$ cat src/rtl/token_number_parser_top_assert.svh
// Assertion macros for the token number parser.
`ifndef TOKEN_NUMBER_PARSER_TOP_ASSERT_SVH
`define TOKEN_NUMBER_PARSER_TOP_ASSERT_SVH

// Same-cycle implication, disabled during reset.
`define TNP_ASSERT_NOW(label, clk, rst, cond, expr) \
  label: assert property (@(posedge clk) disable iff (rst) (cond) |-> (expr)) \
    else $error("token parser check failed");

// Next-cycle implication, disabled during reset.
`define TNP_ASSERT_NEXT(label, clk, rst, cond, expr) \
  label: assert property (@(posedge clk) disable iff (rst) (cond) |=> (expr)) \
    else $error("token parser check failed");

`endif

$ cat src/rtl/tnp_pkg.sv
package tnp_pkg;

  localparam logic [7:0] CHAR_SPACE = 8'h20;
  localparam logic [7:0] CHAR_TAB   = 8'h09;
  localparam logic [7:0] CHAR_B     = 8'h62;
  localparam logic [7:0] CHAR_H     = 8'h68;
  localparam logic [7:0] CHAR_X     = 8'h78;
  localparam logic [7:0] CHAR_ZERO  = 8'h30;
  localparam logic [7:0] CHAR_NINE  = 8'h39;
  localparam logic [7:0] CHAR_LOW_A = 8'h61;
  localparam logic [7:0] CHAR_UP_A  = 8'h41;
  localparam logic [7:0] OFF_LOWER  = CHAR_LOW_A - 8'd10;
  localparam logic [7:0] OFF_UPPER  = CHAR_UP_A - 8'd10;

  localparam logic [7:0] BASE_BIN = 8'd2;
  localparam logic [7:0] BASE_DEC = 8'd10;
  localparam logic [7:0] BASE_HEX = 8'd16;

  localparam logic [1:0] POS_MAX = 2'd2;

  typedef enum logic [1:0] {
    RADIX_DEC = 2'd0,
    RADIX_BIN = 2'd1,
    RADIX_HEX = 2'd2
  } radix_t;

  typedef struct packed {
    logic        in_token;
    logic [1:0]  position;
    radix_t      radix;
    logic [31:0] accum;
    logic        failed;
    logic        bare_prefix;
  } token_state_t;

  typedef struct packed {
    logic        emit;
    logic [31:0] value;
    logic        ok;
  } token_result_t;

  localparam token_state_t TOKEN_IDLE = '{
    in_token:    1'b0,
    position:    2'd0,
    radix:       RADIX_DEC,
    accum:       32'd0,
    failed:      1'b0,
    bare_prefix: 1'b0
  };

  function automatic logic [7:0] digit_value(input logic [7:0] c);
    logic [7:0] off;
    if (c >= CHAR_LOW_A) begin
      off = OFF_LOWER;
    end else if (c >= CHAR_UP_A) begin
      off = OFF_UPPER;
    end else if (c <= CHAR_NINE) begin
      off = CHAR_ZERO;
    end else begin
      off = 8'd0;
    end
    return c - off;
  endfunction

endpackage

$ cat src/rtl/tnp_in_stage.sv
module tnp_in_stage (
  input  logic       clk,
  input  logic       rst,
  input  logic       in_valid,
  output logic       in_ready,
  input  logic [7:0] char_in,
  input  logic       last_in_line,
  input  logic       take,
  output logic       q_valid,
  output logic [7:0] q_char,
  output logic       q_last
);

  assign in_ready = !q_valid || take;

  always_ff @(posedge clk) begin
    if (rst) begin
      q_valid <= 1'b0;
    end else if (in_ready) begin
      q_valid <= in_valid;
    end
  end

  always_ff @(posedge clk) begin
    if (in_valid && in_ready) begin
      q_char <= char_in;
      q_last <= last_in_line;
    end
  end

endmodule

$ cat src/rtl/tnp_core.sv
module tnp_core (
  input  logic                   clk,
  input  logic                   rst,
  input  logic                   fire,
  input  logic [7:0]             q_char,
  input  logic                   q_last,
  output tnp_pkg::token_result_t res,
  output tnp_pkg::token_state_t  st
);

  tnp_pkg::token_state_t st_next;
  tnp_pkg::token_state_t taken;
  tnp_pkg::token_state_t src;
  logic                  is_ws;
  logic                  prefix;
  logic [7:0]            digit;
  logic [7:0]            base;
  logic [31:0]           scaled;

  assign is_ws = (q_char == tnp_pkg::CHAR_SPACE) || (q_char == tnp_pkg::CHAR_TAB);
  assign digit = tnp_pkg::digit_value(q_char);

  always_comb begin
    case (st.radix)
      tnp_pkg::RADIX_BIN: begin
        base   = tnp_pkg::BASE_BIN;
        scaled = {st.accum[30:0], 1'b0};
      end
      tnp_pkg::RADIX_HEX: begin
        base   = tnp_pkg::BASE_HEX;
        scaled = {st.accum[27:0], 4'b0};
      end
      default: begin
        base   = tnp_pkg::BASE_DEC;
        scaled = {st.accum[28:0], 3'b0} + {st.accum[30:0], 1'b0};
      end
    endcase
  end

  always_comb begin
    taken          = st;
    prefix         = 1'b0;
    taken.in_token = 1'b1;
    if (st.position < tnp_pkg::POS_MAX) begin
      taken.position = st.position + 2'd1;
    end
    if (!st.failed) begin
      taken.bare_prefix = 1'b0;
      if (st.accum == 32'd0) begin
        if (st.position <= 2'd1 && q_char == tnp_pkg::CHAR_B) begin
          taken.radix       = tnp_pkg::RADIX_BIN;
          prefix            = 1'b1;
          taken.bare_prefix = (st.position == 2'd0);
        end else if (st.position == 2'd0 && q_char == tnp_pkg::CHAR_H) begin
          taken.radix       = tnp_pkg::RADIX_HEX;
          prefix            = 1'b1;
          taken.bare_prefix = 1'b1;
        end else if (st.position == 2'd1 && q_char == tnp_pkg::CHAR_X) begin
          taken.radix       = tnp_pkg::RADIX_HEX;
          prefix            = 1'b1;
          taken.bare_prefix = 1'b1;
        end
      end
      if (!prefix) begin
        if (digit < base) begin
          taken.accum = scaled + {24'd0, digit};
        end else begin
          taken.failed = 1'b1;
        end
      end
    end
  end

  always_comb begin
    src       = is_ws ? st : taken;
    res.emit  = is_ws ? st.in_token : q_last;
    res.ok    = !src.failed && !src.bare_prefix;
    res.value = res.ok ? src.accum : 32'd0;
    st_next   = (is_ws || q_last) ? tnp_pkg::TOKEN_IDLE : taken;
  end

  always_ff @(posedge clk) begin
    if (rst) begin
      st <= tnp_pkg::TOKEN_IDLE;
    end else if (fire) begin
      st <= st_next;
    end
  end

endmodule

$ cat src/rtl/tnp_out_stage.sv
module tnp_out_stage (
  input  logic                   clk,
  input  logic                   rst,
  input  logic                   load,
  input  tnp_pkg::token_result_t res,
  output logic                   out_free,
  output logic                   out_valid,
  input  logic                   out_ready,
  output logic [31:0]            value,
  output logic                   ok
);

  assign out_free = !out_valid || out_ready;

  always_ff @(posedge clk) begin
    if (rst) begin
      out_valid <= 1'b0;
    end else if (out_free) begin
      out_valid <= load;
    end
  end

  always_ff @(posedge clk) begin
    if (load && out_free) begin
      value <= res.value;
      ok    <= res.ok;
    end
  end

endmodule

$ cat src/rtl/token_number_parser_top.sv
// Channel  | Handshake            | Payload
// input    | in_valid / in_ready  | char_in[7:0], last_in_line
// output   | out_valid / out_ready| value[31:0], ok
//
// One byte per cycle sustained unless a stalled output holds an emitting byte;
// a taken byte passes the input register, then its result the result register.
// The token state updates in the single stage between those registers.
// Reset clears both valid flags and the token state.
// A stalled output holds the byte in the input register only if it emits.
`include "token_number_parser_top_assert.svh"

module token_number_parser_top (
  input  logic        clk,
  input  logic        rst,
  input  logic        in_valid,
  output logic        in_ready,
  input  logic [7:0]  char_in,
  input  logic        last_in_line,
  output logic        out_valid,
  input  logic        out_ready,
  output logic [31:0] value,
  output logic        ok
);

  logic                   q_valid;
  logic [7:0]             q_char;
  logic                   q_last;
  logic                   fire;
  logic                   out_free;
  logic                   q_ws;
  tnp_pkg::token_result_t res;
  tnp_pkg::token_state_t  st;

  assign fire = q_valid && (!res.emit || out_free);
  assign q_ws = (q_char == tnp_pkg::CHAR_SPACE) || (q_char == tnp_pkg::CHAR_TAB);

  tnp_in_stage u_in (
    .clk          (clk),
    .rst          (rst),
    .in_valid     (in_valid),
    .in_ready     (in_ready),
    .char_in      (char_in),
    .last_in_line (last_in_line),
    .take         (fire),
    .q_valid      (q_valid),
    .q_char       (q_char),
    .q_last       (q_last)
  );

  tnp_core u_core (
    .clk    (clk),
    .rst    (rst),
    .fire   (fire),
    .q_char (q_char),
    .q_last (q_last),
    .res    (res),
    .st     (st)
  );

  tnp_out_stage u_out (
    .clk       (clk),
    .rst       (rst),
    .load      (fire && res.emit),
    .res       (res),
    .out_free  (out_free),
    .out_valid (out_valid),
    .out_ready (out_ready),
    .value     (value),
    .ok        (ok)
  );

  `TNP_ASSERT_NOW(a_fail_zero, clk, rst, out_valid && !ok, value == 32'd0)
  `TNP_ASSERT_NOW(a_idle_clear, clk, rst, !st.in_token, st.position == 2'd0 && st.accum == 32'd0)
  `TNP_ASSERT_NEXT(a_ws_ends, clk, rst, fire && q_ws, !st.in_token)
  `TNP_ASSERT_NEXT(a_emit_load, clk, rst, fire && res.emit, out_valid)

endmodule

$ cat config.mk
export PLATFORM = sky130hd
export DESIGN_NAME = token_number_parser_top
export DESIGN_NICKNAME = d
export VERILOG_FILES = /design/src/rtl/tnp_pkg.sv /design/src/rtl/tnp_in_stage.sv /design/src/rtl/tnp_core.sv /design/src/rtl/tnp_out_stage.sv /design/src/rtl/token_number_parser_top.sv
export VERILOG_INCLUDE_DIRS = /design/src /design/src/rtl
export SDC_FILE = /design/constraint.sdc
export NUM_CORES = 1
export LEC_CHECK = 0
export BUFFER_PORTS_ARGS = -buffer_cell sky130_fd_sc_hd__clkbuf_2
export CAP_MARGIN = 20
export CORE_MARGIN = 10
export CORE_UTILIZATION = 45
export DETAILED_ROUTE_END_ITERATION = 10
export MAX_ROUTING_LAYER = met4
export PLACE_DENSITY = 0.65
export SETUP_SLACK_MARGIN = 0.1
export SYNTH_ARGS = -nofsm -noshare
export SYNTH_HDL_FRONTEND = slang
export SYNTH_HIERARCHICAL = 1
export SYNTH_SLANG_ARGS = --single-unit
$ cat constraint.sdc
create_clock -name clk -period 5.7 [get_ports clk]
set_input_delay 1.425 -clock clk [delete_from_list [all_inputs] [get_ports clk]]
set_output_delay 1.425 -clock clk [all_outputs]
set_load 0.02 [all_outputs]
==> flow_summary.json, run 1 <==
{
  "cp-start-kind": "flop",
  "gr-total-overflow": 0,
  "path_max_fanout": 7,
  "syn-cell-area_um2": 7180,
  "fmax_mhz": 204,
  "p_leak_nw": 2.97,
  "clockRootBuffer": "clkbuf_16",
  "cp.required_ns": 5.79,
  "worstHoldPathType": "reg -> reg",
  "clk_latency_ns": 0.34,
  "die_w_um": 146,
  "grt_pass1_wl_um": 33000,
  "clkSlewWorstSetupHoldPaths_ns": 0.07,
  "endpoint": "u_out/value[13]",
  "peakVddDrop_mv": 0.175,
  "n_fill_cell": 1550,
  "rsz0062_at_grt": "no",
  "drtAntennaViolNets": 0,
  "critPathSlowestCell": "a31oi_1",
  "area_growth_pct": 9.60,
  "die_area_um2": 21400,
  "critPathKind": "reg -> reg",
  "worstReg2RegEnd": "u_out/value[13]",
  "cts_resized": 0,
  "cts_tree": "yes",
  "final_cells": 1094,
  "report.final.slew_viol_count": 0,
  "viasPerCell": 6.19,
  "layout.nets": 937,
  "wl_per_cell_um": 18.5,
  "syn_avg_cell_area_um2": 8.41,
  "slowest_delay_ns": 0.62,
  "synth_cell_types": 86,
  "status": "finished, final reports clean",
  "fin_worst_skew_ns": 0.00929,
  "totalWireLength_um": 20200,
  "post_cts_buffers": 0,
  "dieHeight_um": 146,
  "synthFlopType": "edfxtp_1",
  "synth_common_cells": "83 x nor2_1, 81 x nand2_1, 58 x a21oi_1, 48 x ha_1, 42 x edfxtp_1",
  "reg2regPathDepth": 19,
  "synth.largest_area_cell": "edfxtp_1",
  "synth_nets": 918,
  "drt_iter0_markers": 753,
  "ctsLongestPathBuffers": 2,
  "fin_tns_setup_ns": 0,
  "gp_congestion": 0.900,
  "first_global_vias": 6074,
  "hpwl_um": 15100,
  "clkSinkCount": 83,
  "synth_warnings": 6,
  "pwr_density_cell_nw_per_um2": 189,
  "synth-edff-count": 42,
  "grtUsageTotal_pct": 18.7,
  "numPortBuffers": 47,
  "holdBufCountCts": 0,
  "finalCritPeriodShare_pct": 86.0,
  "synth_seq_cells": 83,
  "drive_above_1_share_pct": 13.0,
  "timing.slew.headroom_pct": 28.7,
  "pin_count": 48,
  "antenna_found_initial": 0,
  "r2r_slack_ns": 0.80,
  "setup_viol": 0,
  "hold_viol_final": 0,
  "path_cells": "nor3_1 -> nand2_1 -> o21ai_0 -> nand2b_1 -> ha_1 -> fa_1 -> inv_1 -> ha_1 -> fa_1 -> a21o_1 -> a21oi_1 -> nand2b_1 -> o21ai_0 -> a31oi_1 -> nor2_1 -> xnor2_1 -> mux2_2 -> mux2i_1 -> nor2_1",
  "numCtsBuffers": 9,
  "crit_start": "u_in/q_char[4]",
  "firstDrtPassIters": 5,
  "drc": 0,
  "core-area_um2": 15800,
  "antenna_cells": 0,
  "worst_setup_path_end_kind": "flop",
  "synthCells": 854,
  "arrival_ns": 4.99,
  "synth_area_leaders": "edfxtp_1 18%, dfxtp_1 11%, ha_1 8.4%",
  "cap_violations": 0,
  "start_util_pct": 45.5,
  "htree_levels": 3,
  "synth_top_area_share_pct": 17.6,
  "rows": 46,
  "numPlacedInstances": 1077,
  "min_period_ns": 4.90,
  "grt_max_degree": 62,
  "ys_seq_area_share_pct": 29.0,
  "synth.most_common_cell": "nor2_1",
  "r2r_start": "u_in/q_char[4]",
  "async_flop_share_pct": 0,
  "vias": 6770,
  "tightest_slew_ns": 1.07
}
==> layer usage <==
layer | vias to the layer above | wire (µm) | global-route usage (%)
li1 | 3306 | - | -
met1 | 3196 | 9910 | 27.1
met2 | 261 | 8580 | 26.5
met3 | 7 | 1610 | 3.34
met4 | 0 | 131 | 4.00
met5 | - | 0 | -
==> flip-flops by register name (all words and copies together) (netlist names) <==
name	count
u_in/q_valid	1
u_in/q_char	8
u_core/st	39
u_out/ok	1
u_out/out_valid	1
u_in/q_last	1
u_out/value	32
==> area by class of cell <==
class | instances | area (µm²) | share of cell area [%]
Clock inverter | 6 | 47.5 | 0.604
Tap cell | 216 | 270 | 3.43
Timing Repair Buffer | 57 | 330 | 4.20
Sequential cell | 83 | 2080 | 26.5
Multi-Input combinational cell | 695 | 4800 | 61.0
Clock buffer | 10 | 239 | 3.04
Inverter | 27 | 101 | 1.29
==> metrics by stage <==
step                power [mW]  worst slack, ns  cell area (µm²)  hold WS, ns  util, %
floorplan                0.865             1.21             7180        0.442        -
global placement         0.928            0.912             7560        0.455     47.9
detailed placement       0.929            0.833             7560        0.459     47.9
CTS                       1.49            0.818             7840        0.473     49.7
global route              1.55            0.445             7870        0.501     49.9
finish                    1.49            0.799             7870        0.475     49.9
==> cell usage in the layout (no fill, tap or decap), types with 5 or more instances in the layout <==
cell type and instances:
nor2_1 83, nand2_1 81, a21oi_1 58, clkbuf_2 47, ha_1 47, edfxtp_1 42, dfxtp_1 41, o21ai_0 31
inv_1 27, xnor2_1 27, nor3_1 23, a22oi_1 21, a211oi_1 16, a221oi_1 15, a21o_1 15, a31oi_1 15
nand4_1 14, o21a_1 12, xor2_1 12, nor4_1 12, nand3_1 12, o22ai_1 12, o2bb2ai_1 12, nand2b_1 10
clkbuf_16 9, buf_4 9, nor2b_1 8, and2_1 7, or3_1 7, nand3b_1 7, o211ai_1 7, nor3_2 6
mux2i_1 6, o21ai_1 6, a221o_1 6, o2111ai_1 5, a2bb2oi_1 5, and3_1 5, or4_1 5
==> critical path: cells and delay by family (launching register included) <==
family	cells	cell delay [ns]
adder cells (fa/ha/maj)	4	1.35
AO/OA/AOI/OAI	5	1.29
AND/OR/NAND/NOR	6	0.81
multiplexers	2	0.51
flip-flops	1	0.47
XOR/XNOR	1	0.16
buffers and inverters	1	0.06
==> power breakdown <==
| group | leakage [nW] | internal [mW] | switching (mW) |
|---|---|---|---|
| Clock | 0.140 | 0.312 | 0.248 |
| Combinational | 2.13 | 0.0981 | 0.170 |
| Sequential | 0.706 | 0.645 | 0.0129 |
==> cell families (layout without fill, tap and decap cells) <==
group / count (synthesis) / in the layout / synth area share (%)
flops: 83 / 83 / 29.0
compound gates: 287 / 287 / 28.7
xor+xnor: 40 / 40 / 5.09
mux: 8 / 8 / 1.15
buf+inv: 76 / 100 / 4.25
simple gates: 309 / 309 / 22.6
fa+ha+maj: 51 / 51 / 9.20
==> worst min path at each step <==
stage                                to  cells after the start  slack, ns          start
after floorplan           u_core/st[38]                      2       0.44  u_core/st[38]
after global placement    u_core/st[38]                      2       0.46  u_core/st[38]
after detailed placement  u_core/st[38]                      2       0.46  u_core/st[38]
after CTS                 u_core/st[38]                      2       0.47  u_core/st[38]
after global routing      u_core/st[38]                      2       0.50  u_core/st[38]
final                     u_core/st[38]                      2       0.48  u_core/st[38]
No activity file was read; power rests on OpenSTA's default activity.
==> run 2, diff against run 1 <==
CELL_PAD_IN_SITES_DETAIL_PLACEMENT = 1   (was unset)
CELL_PAD_IN_SITES_GLOBAL_PLACEMENT = 1   (was unset)
PLACE_DENSITY = 0.81   (was 0.65)
==> run 2 against run 1 <==
Net effect: clock-buffer cell count grew 1; sequential power is essentially flat; register-to-register slack lost 0.53 ns; non-clock buffer count shrank 2; first-iteration DRC count shrank 2.3%; flip-flop and latch count is the same; sequential share of layout area grew 0.084 points; setup slack lost 0.53 ns; power grew 3.1%.
==> flow_summary.json, run 2 (synthesized netlist as in run 1, its figures left out) <==
{
  "ctsLongestPathBuffers": 2,
  "clk_latency_ns": 0.35,
  "r2r_start": "u_in/q_char[3]",
  "power_frac_comb_pct": 18.5,
  "final_common_cell": "nor2_1",
  "clkSinkCount": 83,
  "drive_above_1_share_pct": 12.7,
  "p_clk_share_pct": 38.5,
  "cap_violations": 0,
  "setup_viol": 0,
  "wl_per_cell_um": 23.1,
  "antenna_cells": 0,
  "rows": 46,
  "fmax_mhz": 184,
  "hold_viol_final": 0,
  "cts_tree": "yes",
  "pre_cts_slack_ns": 0.507,
  "top_register": "u_core/st",
  "area_growth_pct": 9.25,
  "p_total_mw": 1.53,
  "tightest_slew_ns": 0.991,
  "peakVddDrop_mv": 0.142,
  "rsz0062_at_grt": "no",
  "crit_start": "u_in/q_char[3]",
  "gr-total-overflow": 0,
  "htree_levels": 3,
  "power.switching_uw": 464,
  "fin_worst_skew_ns": 0.0128,
  "totalWireLength_um": 25200,
  "status": "finished, final reports clean",
  "reg_top3": "u_core/st x39, u_out/value x32, u_in/q_char x8",
  "min_period_ns": 5.43,
  "p_leak_nw": 2.96,
  "internal_power_mw": 1.07,
  "critPathKind": "reg -> reg",
  "worst_setup_path_end_kind": "flop",
  "viasPerCell": 6.54,
  "holdCritStartpoint": "u_core/st[38]",
  "dieHeight_um": 146,
  "final_util_pct": 49.7,
  "post_cts_buffers": 0,
  "setup_ws_ns": 0.267,
  "fin_tns_setup_ns": 0,
  "holdBufCountCts": 0,
  "cp.required_ns": 5.77,
  "drtAntennaViolNets": 0,
  "numPortBuffers": 47,
  "layout.nets": 935,
  "clockRootBuffer": "clkbuf_16",
  "clkSlewWorstSetupHoldPaths_ns": 0.07,
  "pin_count": 48,
  "numCtsBuffers": 9,
  "pwr_density_cell_nw_per_um2": 195,
  "start_util_pct": 45.5,
  "whs_ns": 0.469,
  "grt_max_degree": 75,
  "first_global_vias": 7108,
  "power_frac_seq_pct": 43.0,
  "finalCritPeriodShare_pct": 95.3,
  "mostFrequentLayoutCells": "83 x nor2_1, 81 x nand2_1, 58 x a21oi_1",
  "core-area_um2": 15800,
  "firstDrtPassIters": 5,
  "path_max_fanout": 26,
  "swShare_pct": 30.3,
  "drt_iter0_markers": 736,
  "drc": 0,
  "timing.slew.headroom_pct": 34.0,
  "die_area_um2": 21400,
  "grt_pass1_wl_um": 40600,
  "cp-start-kind": "flop",
  "grtUsageTotal_pct": 23.7,
  "gp_congestion": 0.942,
  "cts_resized": 0,
  "antenna_found_initial": 0,
  "arrival_ns": 5.50,
  "hpwl_um": 18900,
  "worstHoldPathType": "reg -> reg",
  "vias": 7141,
  "die_w_um": 146,
  "report.final.slew_viol_count": 0,
  "largest_register_ffs": 39
}
-- run 2: cell count changes in the layout (fill, tap and decap cells not counted) --
cell       previous run  this run
clkbuf_16             9        10
clkbuf_1              0         1
buf_4                 9         8
buf_16                1         0
clkinv_2              1         0
clkbuf_8              1         0
-- run 2: worst paths after layout --
kind                           to  slack [ns]  depth (start not counted)
setup / recovery  u_out/value[11]        0.27                         17
hold / removal      u_core/st[38]        0.47                          2
setup reg to reg  u_out/value[11]        0.27                         17
hold reg to reg     u_core/st[38]        0.47                          2
-- run 2: power groups by stage --
stage / Combinational [mW] / Clock [mW] / Sequential, mW
3_5_place_dp: 0.270 / 0 / 0.673
3_3_place_gp: 0.258 / 0 / 0.671
6_report: 0.283 / 0.589 / 0.659
4_1_cts: 0.277 / 0.596 / 0.659
2_1_floorplan: 0.184 / 0 / 0.681
5_1_grt: 0.304 / 0.619 / 0.661
-- run 2: critical path: stages, from the launching register on --
cell and delay, ns:
edfxtp_1 0.53, nor3_1 0.28, nand2_1 0.13, o21ai_0 0.18
nand2b_1 0.15, ha_1 0.25, fa_1 0.41, nor2b_1 0.22
nor3_1 0.13, xnor2_1 0.27, ha_1 0.29, o21ai_0 0.09
or3b_1 0.37, or3_1 0.47, or3_1 0.81, buf_4 0.35
nor2_1 0.14, nor3_1 0.07
-- run 2: layer usage --
layer	up-vias	share of wire, %	GRT usage, %
met3	25	6.8	4.08
li1	3288	-	-
met1	3544	47	33.1
met2	284	45	34.8
met5	-	0	-
met4	0	1.3	5.66
-- run 2: metrics by stage --
stage,cells,cell area (µm²)
floorplan,854,7180
global placement,1076,7550
detailed placement,1076,7550
CTS,1092,7850
global route,1092,7850
finish,1092,7850
-- run 2: cell type report --
cell class | instances | area (µm²)
Multi-Input combinational cell | 695 | 4800
Fill cell | 1916 | 7930
Tap cell | 216 | 270
Clock inverter | 5 | 42.5
Timing Repair Buffer | 55 | 295
Clock buffer | 11 | 254
Sequential cell | 83 | 2080
Inverter | 27 | 101
